`config.mk`:
```
export PLATFORM = sky130hd
export DESIGN_NAME = qai_mul
export DESIGN_NICKNAME = d
export VERILOG_FILES = /design/src/hdl/qai_pkg.sv /design/src/hdl/qai_mul.sv
export SDC_FILE = /design/constraint.sdc
export NUM_CORES = 2
export LEC_CHECK = 0
export BUFFER_PORTS_ARGS = -buffer_cell sky130_fd_sc_hd__buf_2
export CORE_ASPECT_RATIO = 1.1
export CORE_MARGIN = 5
export CORE_UTILIZATION = 55
export CTS_BUF_LIST = sky130_fd_sc_hd__clkbuf_4 sky130_fd_sc_hd__clkbuf_8
export DETAILED_ROUTE_END_ITERATION = 16
export GPL_TIMING_DRIVEN = 0
export PLACE_DENSITY = 0.75
export SYNTH_ARGS = -nofsm -noshare
export SYNTH_HDL_FRONTEND = slang
export SYNTH_SLANG_ARGS = --single-unit
```
`constraint.sdc`:
```
create_clock -name aclk -period 8.75 [get_ports aclk]
set_clock_uncertainty 0.15 [all_clocks]
set_input_delay 0.875 -clock aclk [delete_from_list [all_inputs] [get_ports aclk]]
set_output_delay 0.875 -clock aclk [all_outputs]
set_load 0.03 [all_outputs]
```
`src/hdl/qai_pkg.sv`:
```
`default_nettype none
// ----------------------------------------------------------------------------
// qai_pkg
// Shared types, constants and helpers of the quaternion attitude integrator.
// ----------------------------------------------------------------------------
package qai_pkg;

    localparam int FRAC_BITS = 30;
    localparam int DW        = 32;              // component width
    localparam int PW        = 2 * DW;          // full product width
    localparam int AW        = DW + 4;          // derivative accumulator width
    localparam int QW        = FRAC_BITS + 1;   // quotient magnitude width
    localparam int QCW       = $clog2(QW + 1);  // divider step counter width

    localparam logic signed [DW-1:0] ONE_Q = DW'(1) <<< FRAC_BITS;

    typedef enum logic [2:0] {
        ST_IDLE,
        ST_MUL,
        ST_SQ,
        ST_ROOT,
        ST_DIV,
        ST_DONE
    } state_t;

    // One product term of the first-order derivative.
    typedef struct packed {
        logic [1:0] qa;   // quaternion component 0=w 1=x 2=y 3=z
        logic [1:0] hs;   // half increment 0=x 1=y 2=z
        logic [1:0] dst;  // component it adds into
        logic       neg;  // subtract instead of add
    } term_t;

    localparam int NTERMS = 12;

    localparam term_t TERMS [NTERMS] = '{
        '{qa: 2'd1, hs: 2'd0, dst: 2'd0, neg: 1'b1},
        '{qa: 2'd2, hs: 2'd1, dst: 2'd0, neg: 1'b1},
        '{qa: 2'd3, hs: 2'd2, dst: 2'd0, neg: 1'b1},
        '{qa: 2'd0, hs: 2'd0, dst: 2'd1, neg: 1'b0},
        '{qa: 2'd3, hs: 2'd1, dst: 2'd1, neg: 1'b1},
        '{qa: 2'd2, hs: 2'd2, dst: 2'd1, neg: 1'b0},
        '{qa: 2'd0, hs: 2'd1, dst: 2'd2, neg: 1'b0},
        '{qa: 2'd1, hs: 2'd2, dst: 2'd2, neg: 1'b1},
        '{qa: 2'd3, hs: 2'd0, dst: 2'd2, neg: 1'b0},
        '{qa: 2'd0, hs: 2'd2, dst: 2'd3, neg: 1'b0},
        '{qa: 2'd2, hs: 2'd0, dst: 2'd3, neg: 1'b1},
        '{qa: 2'd1, hs: 2'd1, dst: 2'd3, neg: 1'b0}
    };

    // Handshake between the sequencer and an iterative unit.
    typedef struct packed {
        logic start;
    } unit_ctl_t;

    typedef struct packed {
        logic busy;
        logic done;
    } unit_sts_t;

    function automatic logic signed [DW-1:0] sat_acc(input logic signed [AW-1:0] v);
        logic signed [AW-1:0] hi;
        logic signed [AW-1:0] lo;
        hi = AW'({1'b0, {(DW-1){1'b1}}});
        lo = -hi - AW'(1);
        if (v > hi) begin
            sat_acc = {1'b0, {(DW-1){1'b1}}};
        end else if (v < lo) begin
            sat_acc = {1'b1, {(DW-1){1'b0}}};
        end else begin
            sat_acc = v[DW-1:0];
        end
    endfunction

endpackage : qai_pkg
`default_nettype wire

```
`src/hdl/qai_mul.sv`:
```
`default_nettype none
// ----------------------------------------------------------------------------
// qai_mul
// Shared signed multiplier with a registered full-width product.
// ----------------------------------------------------------------------------
module qai_mul
    import qai_pkg::*;
(
    input  wire                  aclk,
    input  wire signed [DW-1:0]  op_a,
    input  wire signed [DW-1:0]  op_b,
    output logic signed [PW-1:0] prod_reg
);

    always_ff @(posedge aclk) begin
        prod_reg <= op_a * op_b;
    end

endmodule : qai_mul
`default_nettype wire

```
### After elaboration in Yosys (flattened, before gate mapping)

Cells that the tools add are included.

* multiply operators: 1

Operators with widths (number)
* 32-bit by 32-bit multiplier with 64-bit output: 1

* bits in registers: 64
* word-level logic and storage cells: 2
* output and inout bits: 64

### Depth between registers and ports, before layout

* depth in word-level cells: 1
* mapped depth: 28
* gate-level depth less buffers: 27

### Worst setup path before layout

Ideal clock, no wire load.

* path kind: input to register
* from: in op_b[2]
* to: reg prod_reg[62]
* arrival time: 8064 ps
* cell stages on the path: 24
* path slack: 464 ps
* required time: 8528 ps
* path buffers: 1
* cell sequence: clkbuf_1 -> nand2_1 -> inv_1 -> fa_1 -> fa_1 -> fa_1 -> fa_1 -> inv_1 -> fa_1 -> inv_1 -> fa_1 -> inv_1 -> fa_1 -> inv_1 -> fa_1 -> ha_1 -> and3_1 -> nand2_1 -> or3_1 -> o22a_1 -> o211ai_1 -> a31oi_1 -> o31ai_1 -> xor2_1

* cells in the longest elaborated chain, start to end: 1

RTL lines
* start, declared: line qai_mul.sv:11 `input wire signed [DW-1:0] op_b,`
* 32-bit by 32-bit multiplier with 64-bit output: line qai_mul.sv:16 `prod_reg <= op_a * op_b;`
* end signal, assigned: line qai_mul.sv:16
* end, declared: line qai_mul.sv:12 `output logic signed [PW-1:0] prod_reg`

No other way between the ends.

### Final worst setup path

* from: in op_b[28]
* to: reg prod_reg[63]

The elaborated chain is that of the path after synthesis.

==> out/summary.txt <==
1st-iter DRT viols = 2,442
Hold buffers post-CTS = 0
Detailed placer's ending HPWL = 106,000 µm
Die area = 0.0730 mm²
Initial core utilization = 55.2%
Grt total ovfl = 0
Synth Flop Type = dfxtp_1
I/O pin count = 129
Slew HR = 36.7%
Most common cell in the netlist = fa_1
# rows = 100
Hold Fails Final Rpt = 0
Pre-antenna DRT Iters = 5
CTS HTree Levels = 3
Period utilization = 98.6%
Port Buffers = 128
Layout cells sized above 1 = 8.65%
Worst hold path class = in2reg
Slowest CP cell = fa_1
Number of enable flip-flop cells after synthesis = 0
Clock Tree Buf Depth = 2
Yosys top cell area share = 58.2%
Max FO, Critical Path = 10
Final Slew Violations = 0
Final ANT Viol Nets = 0
CTS tree = done
Layout area overhead = 6.57%
Min Tclk post-route = 8.63 ns
Worst-path cell chain = buf_2 -> clkbuf_1 -> nand2_1 -> fa_1 -> inv_1 -> fa_1 -> fa_1 -> fa_1 -> fa_1 -> fa_1 -> fa_1 -> fa_1 -> ha_1 -> a21oi_1 -> nand2b_1 -> a21oi_1 -> o21ai_0 -> a31oi_1 -> o2bb2ai_1 -> a311oi_2 -> o31ai_1 -> a21oi_1 -> xnor2_1
Root Driver = clkbuf_8
Max Cap Viol = 0
Global placement routability congestion = 1.09
CP most frequent cell = fa_1
Ys Warns = 0
Critical path data arrival time = 8.89 ns
Critical path class = in2reg
Most common library cells after synthesis = fa_1 (1,082), inv_1 (952), and2_1 (516), nand2_1 (511), clkbuf_1 (195)
Core ar. = 0.0674 mm²
Final setup TNS = 0 ns
Cell taking the most area after synthesis = fa_1
Reg clk slew, reported paths = 0.11 ns
Post-Syn Instances = 3,884
Routed vias = 27,823
Post-synthesis sequential area ratio = 3.44%
WL/cell = 24.7 µm
Crit. End Element = flip-flop
Top delay family on crit path = adder cells
Count of different cell masters after synthesis = 63
Setup Viol. Count Final = 0
Fill count = 5,831
CTS Buf Count = 9
Die Wd = 258 µm
First-pass GRT wire length = 186,000 µm
Final WL = 122,000 µm
#FFs+latches synth = 64
Fmax = 116 MHz
Status = finished, final reports clean
Register area = 0.00128 mm²
Largest net degree at the start of global routing = 23
WP buf/inv = 3
Async SR Flop Fraction = 0%
Via/cell ratio = 5.65
Clk sink count = 64
Final net count = 5,372
Cell Area, Synth = 0.0372 mm²
Synth Area per Inst = 9.59 µm²
Multi-input logic area = 0.0317 mm²
CP required = 9.02 ns
Slew @ Worst Pin = 0.950 ns
Post-Syn Nets = 5,215
GR Util All Layers = 34.3%
Die Y = 283 µm
Max reg flops = 64
DRC violations left = 0
Final Util = 58.9%
Initial antenna violation count = 14
Crit path largest cell delay = 0.64 ns
Top cells by area, synth = fa_1 (58%), inv_1 (9.6%), and2_1 (8.7%)
Vias in the first global route = 30,502
CP Launch Type = primary input
## final cells by class
| class | count | share of cell area, % |
|---|---|---|
| timing repair buffer | 146 | 2.02 |
| buffer | 200 | 2.43 |
| antenna | 9 | 0.0567 |
| tap | 867 | 2.73 |
| clock buffer | 11 | 0.350 |
| sequential | 64 | 3.23 |
| inverter | 952 | 9.05 |
| clock inverter | 5 | 0.205 |
| multi-input combinational | 2668 | 79.9 |
## final timing paths
kind	startpoint	endpoint	cells past startpoint	slack (ns)
max	op_b[28]	prod_reg[63]	23	0.12
min	op_b[0]	prod_reg[0]	2	0.71
## kinds of logic after synthesis
group,count (synthesis),synth area share [%]
adder cells (fa/ha/maj),1266,64.3
flip-flops,64,3.44
XOR/XNOR,75,1.76
buffers and inverters,1152,11.6
AND/OR/NAND/NOR,1134,15.4
AO/OA/AOI/OAI,193,3.46
## placed cells by master, fill, tap and decap left out, types with 3 or more instances in the layout
| cell type | n |
|---|---|
| fa_1 | 1077 |
| clkbuf_8 | 9 |
| clkinvlp_4 | 6 |
| a21oi_1 | 66 |
| diode_2 | 9 |
| clkbuf_4 | 14 |
| and3_1 | 6 |
| a21boi_0 | 3 |
| nor2_1 | 42 |
| nand4_1 | 7 |
| o21bai_1 | 15 |
| nand2_1 | 509 |
| o21ai_0 | 27 |
| nor2b_1 | 3 |
| a21o_1 | 23 |
| nand2b_1 | 9 |
| or3_1 | 4 |
| and2_1 | 516 |
| clkbuf_1 | 56 |
| fa_2 | 5 |
| inv_1 | 945 |
| nor3_1 | 5 |
| a31oi_1 | 11 |
| a211oi_1 | 4 |
| o211ai_1 | 3 |
| o31ai_1 | 5 |
| xor2_1 | 22 |
| ha_1 | 183 |
| o21a_1 | 4 |
| buf_4 | 17 |
| buf_2 | 135 |
| nand3_1 | 15 |
| clkbuf_2 | 121 |
| and4_1 | 3 |
| xnor2_1 | 53 |
| dfxtp_1 | 64 |
## metal layers
layer  wire (µm)  vias to the layer above  GRT usage (%)
li1            -                    11413              -
met2       56600                     1624           55.1
met4       11900                        6           23.2
met5          41                        -              0
met3       12200                      526           8.18
met1       40800                    14254           41.3
## timing repair
action,4_1_cts,5_1_grt
gates resized for setup,60,242
setup buffers,12,6
pin swaps,4,5
endpoints found under the setup margin,24,17
## per-stage QoR
| stage | cells | hold slack, ns | instance area, µm² | worst slack, ns |
|---|---|---|---|---|
| 2_1_floorplan | 3884 | 0.852 | 37200 | 0.464 |
| 3_3_place_gp | 4879 | 1.16 | 39000 | -2.08 |
| 3_5_place_dp | 4879 | 1.16 | 39000 | -2.08 |
| 4_1_cts | 4907 | 0.689 | 39400 | 0.00510 |
| 5_1_grt | 4914 | 0.700 | 39700 | -0.0120 |
| 6_report | 4922 | 0.708 | 39700 | 0.124 |
Power is left out: the tool's default activity adds up to more than one toggle a clock period on the data nets, which glitch-free logic cannot reach.
