### config.mk
export PLATFORM = sky130hd
export DESIGN_NAME = qai_div
export DESIGN_NICKNAME = d
export VERILOG_FILES = /design/src/hdl/qai_pkg.sv /design/src/hdl/qai_div.sv
export SDC_FILE = /design/constraint.sdc
export NUM_CORES = 1
export LEC_CHECK = 0
export ABC_AREA = 0
export CELL_PAD_IN_SITES_DETAIL_PLACEMENT = 1
export CELL_PAD_IN_SITES_GLOBAL_PLACEMENT = 1
export CORE_MARGIN = 5
export CORE_UTILIZATION = 50
export CTS_CLUSTER_DIAMETER = 100
export DETAILED_ROUTE_END_ITERATION = 12
export DONT_BUFFER_PORTS = 1
export GPL_ROUTABILITY_DRIVEN = 0
export HOLD_SLACK_MARGIN = 0.15
export PLACE_DENSITY_LB_ADDON = 0.1
export SYNTH_ARGS = -nofsm -noshare
export SYNTH_HDL_FRONTEND = slang
export SYNTH_SLANG_ARGS = --single-unit
### constraint.sdc
create_clock -name aclk -period 5.7 [get_ports aclk]
set_input_delay 0.855 -clock aclk [delete_from_list [all_inputs] [get_ports aclk]]
set_output_delay 0.855 -clock aclk [all_outputs]
set_load 0.05 [all_outputs]
### src/hdl/qai_pkg.sv
`default_nettype none
// ----------------------------------------------------------------------------
// qai_pkg
// Shared types, constants and helpers of the quaternion attitude integrator.
// ----------------------------------------------------------------------------
package qai_pkg;

    localparam int FRAC_BITS = 30;
    localparam int DW        = 32;              // component width
    localparam int PW        = 2 * DW;          // full product width
    localparam int AW        = DW + 4;          // derivative accumulator width
    localparam int QW        = FRAC_BITS + 1;   // quotient magnitude width
    localparam int QCW       = $clog2(QW + 1);  // divider step counter width

    localparam logic signed [DW-1:0] ONE_Q = DW'(1) <<< FRAC_BITS;

    typedef enum logic [2:0] {
        ST_IDLE,
        ST_MUL,
        ST_SQ,
        ST_ROOT,
        ST_DIV,
        ST_DONE
    } state_t;

    // One product term of the first-order derivative.
    typedef struct packed {
        logic [1:0] qa;   // quaternion component 0=w 1=x 2=y 3=z
        logic [1:0] hs;   // half increment 0=x 1=y 2=z
        logic [1:0] dst;  // component it adds into
        logic       neg;  // subtract instead of add
    } term_t;

    localparam int NTERMS = 12;

    localparam term_t TERMS [NTERMS] = '{
        '{qa: 2'd1, hs: 2'd0, dst: 2'd0, neg: 1'b1},
        '{qa: 2'd2, hs: 2'd1, dst: 2'd0, neg: 1'b1},
        '{qa: 2'd3, hs: 2'd2, dst: 2'd0, neg: 1'b1},
        '{qa: 2'd0, hs: 2'd0, dst: 2'd1, neg: 1'b0},
        '{qa: 2'd3, hs: 2'd1, dst: 2'd1, neg: 1'b1},
        '{qa: 2'd2, hs: 2'd2, dst: 2'd1, neg: 1'b0},
        '{qa: 2'd0, hs: 2'd1, dst: 2'd2, neg: 1'b0},
        '{qa: 2'd1, hs: 2'd2, dst: 2'd2, neg: 1'b1},
        '{qa: 2'd3, hs: 2'd0, dst: 2'd2, neg: 1'b0},
        '{qa: 2'd0, hs: 2'd2, dst: 2'd3, neg: 1'b0},
        '{qa: 2'd2, hs: 2'd0, dst: 2'd3, neg: 1'b1},
        '{qa: 2'd1, hs: 2'd1, dst: 2'd3, neg: 1'b0}
    };

    // Handshake between the sequencer and an iterative unit.
    typedef struct packed {
        logic start;
    } unit_ctl_t;

    typedef struct packed {
        logic busy;
        logic done;
    } unit_sts_t;

    function automatic logic signed [DW-1:0] sat_acc(input logic signed [AW-1:0] v);
        logic signed [AW-1:0] hi;
        logic signed [AW-1:0] lo;
        hi = AW'({1'b0, {(DW-1){1'b1}}});
        lo = -hi - AW'(1);
        if (v > hi) begin
            sat_acc = {1'b0, {(DW-1){1'b1}}};
        end else if (v < lo) begin
            sat_acc = {1'b1, {(DW-1){1'b0}}};
        end else begin
            sat_acc = v[DW-1:0];
        end
    endfunction

endpackage : qai_pkg
`default_nettype wire

### src/hdl/qai_div.sv
`default_nettype none
// ----------------------------------------------------------------------------
// qai_div
// Restoring divider for (mag << FRAC_BITS) / den, one quotient bit a cycle.
// ----------------------------------------------------------------------------
module qai_div
    import qai_pkg::*;
(
    input  wire              aclk,
    input  wire              aresetn,
    input  wire unit_ctl_t   ctl,
    input  wire  [DW-1:0]    mag,
    input  wire  [DW-1:0]    den,
    output unit_sts_t        sts,
    output logic [QW-1:0]    quot
);

    logic [DW-1:0]  rem_reg,  rem_next;
    logic [QW-1:0]  src_reg,  src_next;
    logic [QW-1:0]  quo_reg,  quo_next;
    logic [DW-1:0]  den_reg,  den_next;
    logic [QCW-1:0] cnt_reg,  cnt_next;
    logic           busy_reg, busy_next;
    logic           done_reg, done_next;
    logic [DW:0]    trial;

    // The quotient never exceeds one in fixed point, so the top part of the
    // shifted dividend is already below the divisor and seeds the remainder.
    always_comb begin
        rem_next  = rem_reg;
        src_next  = src_reg;
        quo_next  = quo_reg;
        den_next  = den_reg;
        cnt_next  = cnt_reg;
        busy_next = busy_reg;
        done_next = 1'b0;
        trial     = {rem_reg, src_reg[QW-1]};
        if (ctl.start) begin
            rem_next  = mag >> 1;
            src_next  = {mag[0], {(QW-1){1'b0}}};
            quo_next  = '0;
            den_next  = den;
            cnt_next  = '0;
            busy_next = 1'b1;
        end else if (busy_reg) begin
            if (trial >= {1'b0, den_reg}) begin
                rem_next = DW'(trial - {1'b0, den_reg});
                quo_next = {quo_reg[QW-2:0], 1'b1};
            end else begin
                rem_next = trial[DW-1:0];
                quo_next = {quo_reg[QW-2:0], 1'b0};
            end
            src_next = src_reg << 1;
            cnt_next = cnt_reg + QCW'(1);
            if (cnt_reg == QCW'(QW - 1)) begin
                busy_next = 1'b0;
                done_next = 1'b1;
            end
        end
    end

    always_ff @(posedge aclk) begin
        if (!aresetn) begin
            busy_reg <= 1'b0;
            done_reg <= 1'b0;
            cnt_reg  <= '0;
        end else begin
            busy_reg <= busy_next;
            done_reg <= done_next;
            cnt_reg  <= cnt_next;
        end
        rem_reg <= rem_next;
        src_reg <= src_next;
        quo_reg <= quo_next;
        den_reg <= den_next;
    end

    assign sts.busy = busy_reg;
    assign sts.done = done_reg;
    assign quot     = quo_reg;

endmodule : qai_div
`default_nettype wire

# After elaboration in Yosys (flattened, before gate mapping)
# Index checks and enable logic that the tools add are counted.
# totals
reg_bits	103
word_cells	27
output_inout_bits	33
# classes
order_cmp	1
n_reduce_logical	3
n_eq_ne	1
muxes	10
n_addsub	2
bitwise	2
# ops
op	n
two-way mux 31 bit	4
greater-or-equal comparator 33 x 32 -> 1 bit	1
two-way mux 32 bit	1
subtractor 32 bit	1
adder 5 x 1 -> 5 bit (second input constant)	1
== test 5 bit (second input constant)	1
two-way mux 1 bit	5
OR reduction 3 bit	1
NOT 1 bit	2
nonzero test 2 bit	1
OR reduction 2 bit	1

# Longest topological paths before layout
# depth
depth_word	4
ltp_mapped	14
mapped_depth_nobuf	11

# Worst setup path after synthesis
# Ideal clock, no wire load.
# synth_timing
path_type	register -> register
startpoint	register rem_reg[17]
endpoint	register rem_reg[10], data pin
slack_ns	2.695
stages_incl_launch_ff	13
arrival_time_ns	2.745
cell_sequence	edfxtp_1 > ha_1 > buf_6 > a21o_1 > a31o_1 > a31oi_1 > o21ai_1 > o211a_4 > or2_1 > buf_6 > buf_6 > mux2_4 > mux2_2
# synth_between
elab_chain_cells	4
# synth_lines
element	line_no	source
start: declaration	qai_div.sv:18	logic [DW-1:0] rem_reg, rem_next;
start signal: assignment	qai_div.sv:72	rem_reg <= rem_next;
greater-or-equal comparator 33 x 32 -> 1 bit	qai_div.sv:46	if (trial >= {1'b0, den_reg}) begin
two-way mux 32 bit	qai_div.sv:46	
two-way mux 31 bit	qai_div.sv:45	end else if (busy_reg) begin
two-way mux 31 bit	qai_div.sv:38	if (ctl.start) begin
net rem_next[10]	qai_div.sv:18	
# The timed path passes the listed nets, and every way through them passes these cells. The select of a mux whose other input is x is not followed.
# A chain may end at the register's enable or synchronous reset.

# Worst setup path in the final report
# layout_timing
startpoint	register rem_reg[12]
endpoint	register rem_reg[5], data pin
# Same word-level chain as after synthesis.

==> implementation parameters <==
Parameter                              Value

Setup path
  CP max-delay cell    sky130_fd_sc_hd__or2_1
  Data required time at the worst endpoint    5800 ps
  Critical R2R Capture    rem_reg[5]$_DFFE_PP_
  Kind of start point of the critical path    flop
  Critical R2R Launch    rem_reg[12]$_DFFE_PP_
  Launch point of the critical path    rem_reg[12]$_DFFE_PP_
  Worst path top cell family by delay    simple AND/OR/NAND/NOR gates
  Critical Path Fanout Max    18
  Worst-case register-to-register setup slack    approximately 1500 ps
  Buf/Inv on CP    1
  Setup crit end kind    flop
  Arrival time of data at the critical path endpoint    approximately 4300 ps
  Critical Path Most Common Cell    sky130_fd_sc_hd__mux2_2
  Worst path max stage delay    670 ps
  Crit-path cells    ha_1 -> nand3_1 -> nor4_1 -> a41oi_1 -> o21ai_0 -> a211o_1 -> or2_1 -> buf_4 -> mux2_2 -> mux2_2
  Classification of the worst setup path    reg2reg
  FF-to-FF path depth    10

Synth
  Distinct cell type count after synthesis    57
  Cells after Synth    587
  Dominant synthesized flop cell    sky130_fd_sc_hd__edfxtp_1
  Biggest area consumer among synthesized cells    sky130_fd_sc_hd__edfxtp_1
  Top cells by instance count after synthesis    64 x sky130_fd_sc_hd__edfxtp_1, 59 x sky130_fd_sc_hd__nor2_1, 44 x sky130_fd_sc_hd__a21oi_1, 42 x sky130_fd_sc_hd__inv_1, 39 x sky130_fd_sc_hd__dfxtp_1
  Area of the mapped netlist    6030 um^2
  Post-Synthesis Mean Instance Area    10.3 um^2
  Most frequently used cell type in the post-synthesis netlist    sky130_fd_sc_hd__edfxtp_1
  Synth Register Bits    103
  Sequential cell area fraction in the yosys report    0.448
  Post-synth ARST share    0
  Share of the synthesized area in the top cell type    0.319
  Cell types with the largest area share after synthesis    sky130_fd_sc_hd__edfxtp_1 32%, sky130_fd_sc_hd__dfxtp_1 13%, sky130_fd_sc_hd__ha_1 7.1%
  Post-synth net total    between 600 and 700
  Number of warning messages in the yosys log    0
  EDFF count, synth    64

Timing
  Fin Clk Skew    8.44 ps
  Slew Viols, Final    0
  Setup repair after global routing missed its margin    no
  Final hold viol count    0
  Fmax    240 MHz
  Post-route worst setup slack    1530 ps
  Post-route minimum period    4170 ps
  Max-slew headroom at the worst pin    0.403
  Total Neg Setup Slack    0 ps
  Finish-stage setup viols    0
  Part of the cycle the worst path needs    0.731
  Worst Tran Pin Value    895 ps

Pwr
  Tot Pwr    between 2000 and 3000 uW
  Worst IR drop on VDD    0.217 mV
  Cell leakage power    0.00259 uW
  Pwr Density    about 430 nW/um^2

Min path
  Path type of the worst min-delay path    reg2reg
  Number of cells on the worst hold path    2
  Worst Hold Path EP    done_reg$_SDFF_PP0_
  Launch instance of the worst min-delay path    cnt_reg[4]$_SDFFE_PP0P_

Place
  DP Cell Count    709
  Dpl ws    1610 ps
  Count of buffers from port buffering    0
  Hpwl dp    9.99 mm

Floorplan
  Number of top-level pins    100
  Die Width    roughly 120 um
  # rows    40
  Standard cell core area    11,900 um^2
  Starting utilization of the core area    0.506
  Die ar.    14,400 um^2
  Vertical die dimension    120 um

Cells and area
  NumNets Final    675
  Diodes inserted    0
  Count of placed standard cells in the final layout, fillers left out    roughly 730
  Number of filler instances in the final layout    between 1,000 and 1,500
  Area growth, synth to finish    5.58%
  Fraction of final layout cells sized beyond drive strength 1    0.0952

Route
  Post-DR wirelength/cell    about 19 um
  Number of vias after detailed routing    4,322
  WL final    13.9 mm
  Via/cell ratio    roughly 6.0
  Initial DRC count    216
  Post-detailed-route DRC marker count    0
  Routed Antenna Nets    0
  Iteration count of the initial detailed-routing pass    4

Run
  Number of max-cap violations    0

Global routing
  Vias in the first global route    4,548
  Largest net degree at the start of global routing    121
  Global-route total usage across every layer    0.198
  Antenna violations before repair    0
  Total congestion overflow    0
  Global-route wire length before repair    22.8 mm

CTS
  Library cell used as clock root buffer    sky130_fd_sc_hd__clkbuf_16
  TritonCTS clock tree    yes
  Setup Fix Bufs, Post-CTS    0
  Clock edge transition at the registers on the reported setup and hold paths    approximately 70 ps
  Number of buffers inserted for hold repair after clock tree synthesis    0
  Clock tree buffer depth    2
  Clock latency at the later pin of the worst-skew pair    360 ps
  Resize count post-CTS    0
  TritonCTS Buffers    9
  Number of clock sinks seen by CTS    103
  CTS HTree Levels    3

Run status
  Run status    completed
## tightest hold or removal path, delay by kind of cell (launching register included)
family / cells / cell delay (ps)
flip-flops: 1 / 320
AND/OR/NAND/NOR: 2 / 140
## worst max path at each step
stage	slack, ps	end	cells after the start
3_3_place_gp	1830	rem_reg[2]$_DFFE_PP_	10
5_1_grt	1320	rem_reg[5]$_DFFE_PP_	10
4_1_cts	1550	rem_reg[5]$_DFFE_PP_	10
6_report	1530	rem_reg[5]$_DFFE_PP_	10
3_5_place_dp	1610	rem_reg[5]$_DFFE_PP_	10
2_1_floorplan	2690	rem_reg[10]$_DFFE_PP_	12
## logic make-up after synthesis
family / share of synthesized area
AO/OA/AOI/OAI: 0.138
XOR/XNOR: 0.0363
adder cells (fa/ha/maj): 0.0739
buffers and inverters: 0.0502
flip-flops: 0.448
multiplexers: 0.122
AND/OR/NAND/NOR: 0.132
## metrics by stage
stage,hold WS (ps),utilization,area (um^2)
final,501,0.534,6370
after global routing,533,0.534,6370
after CTS,510,0.534,6370
after detailed placement,502,0.511,6090
after global placement,491,0.511,6090
after floorplan,465,-,6030
## routing by layer
| layer | vias up | GRT usage | part of all wire |
|---|---|---|---|
| met1 | 2137 | 0.255 | 0.45 |
| met5 | - | 0 | 0 |
| li1 | 2088 | - | - |
| met2 | 80 | 0.326 | 0.49 |
| met3 | 17 | 0.0575 | 0.043 |
| met4 | 0 | 0.0523 | 0.015 |
## cells in the final DEF (no fill, tap or decap), types with 4 or more instances in the layout
cell type / count
sky130_fd_sc_hd__o211ai_1: 4
sky130_fd_sc_hd__nand2b_1: 5
sky130_fd_sc_hd__xor2_1: 14
sky130_fd_sc_hd__a211oi_1: 8
sky130_fd_sc_hd__edfxtp_1: 64
sky130_fd_sc_hd__nor4b_1: 5
sky130_fd_sc_hd__xnor2_1: 11
sky130_fd_sc_hd__nor3_1: 11
sky130_fd_sc_hd__a21oi_1: 44
sky130_fd_sc_hd__nor2b_1: 17
sky130_fd_sc_hd__inv_1: 42
sky130_fd_sc_hd__dfxtp_1: 38
sky130_fd_sc_hd__o21bai_1: 4
sky130_fd_sc_hd__nand4_1: 8
sky130_fd_sc_hd__nand2_1: 23
sky130_fd_sc_hd__nor4_1: 7
sky130_fd_sc_hd__a31oi_1: 6
sky130_fd_sc_hd__o21a_1: 7
sky130_fd_sc_hd__ha_1: 34
sky130_fd_sc_hd__nand3_1: 9
sky130_fd_sc_hd__a21o_1: 18
sky130_fd_sc_hd__mux2i_1: 32
sky130_fd_sc_hd__clkbuf_16: 9
sky130_fd_sc_hd__mux2_2: 22
sky130_fd_sc_hd__o21ai_0: 18
sky130_fd_sc_hd__nor2_1: 59
sky130_fd_sc_hd__mux2_4: 11
## power breakdown
part	internal, uW	total [uW]	switching, uW
combinational	540	1200	658
clock	301	582	281
sequential	918	976	58.2
total	1760	2760	997
## layout make-up
| cell class | instances | area [um^2] | share of cell area |
|---|---|---|---|
| clock buffer | 11 | 233 | 0.0366 |
| clock inverter | 5 | 41.3 | 0.00649 |
| inverter | 42 | 158 | 0.0248 |
| multi-input combinational | 414 | 3020 | 0.475 |
| sequential | 103 | 2700 | 0.425 |
| tap | 147 | 184 | 0.0289 |
| timing repair buffer | 3 | 22.5 | 0.00354 |
Note: power is estimated with default switching activity, not from simulation.
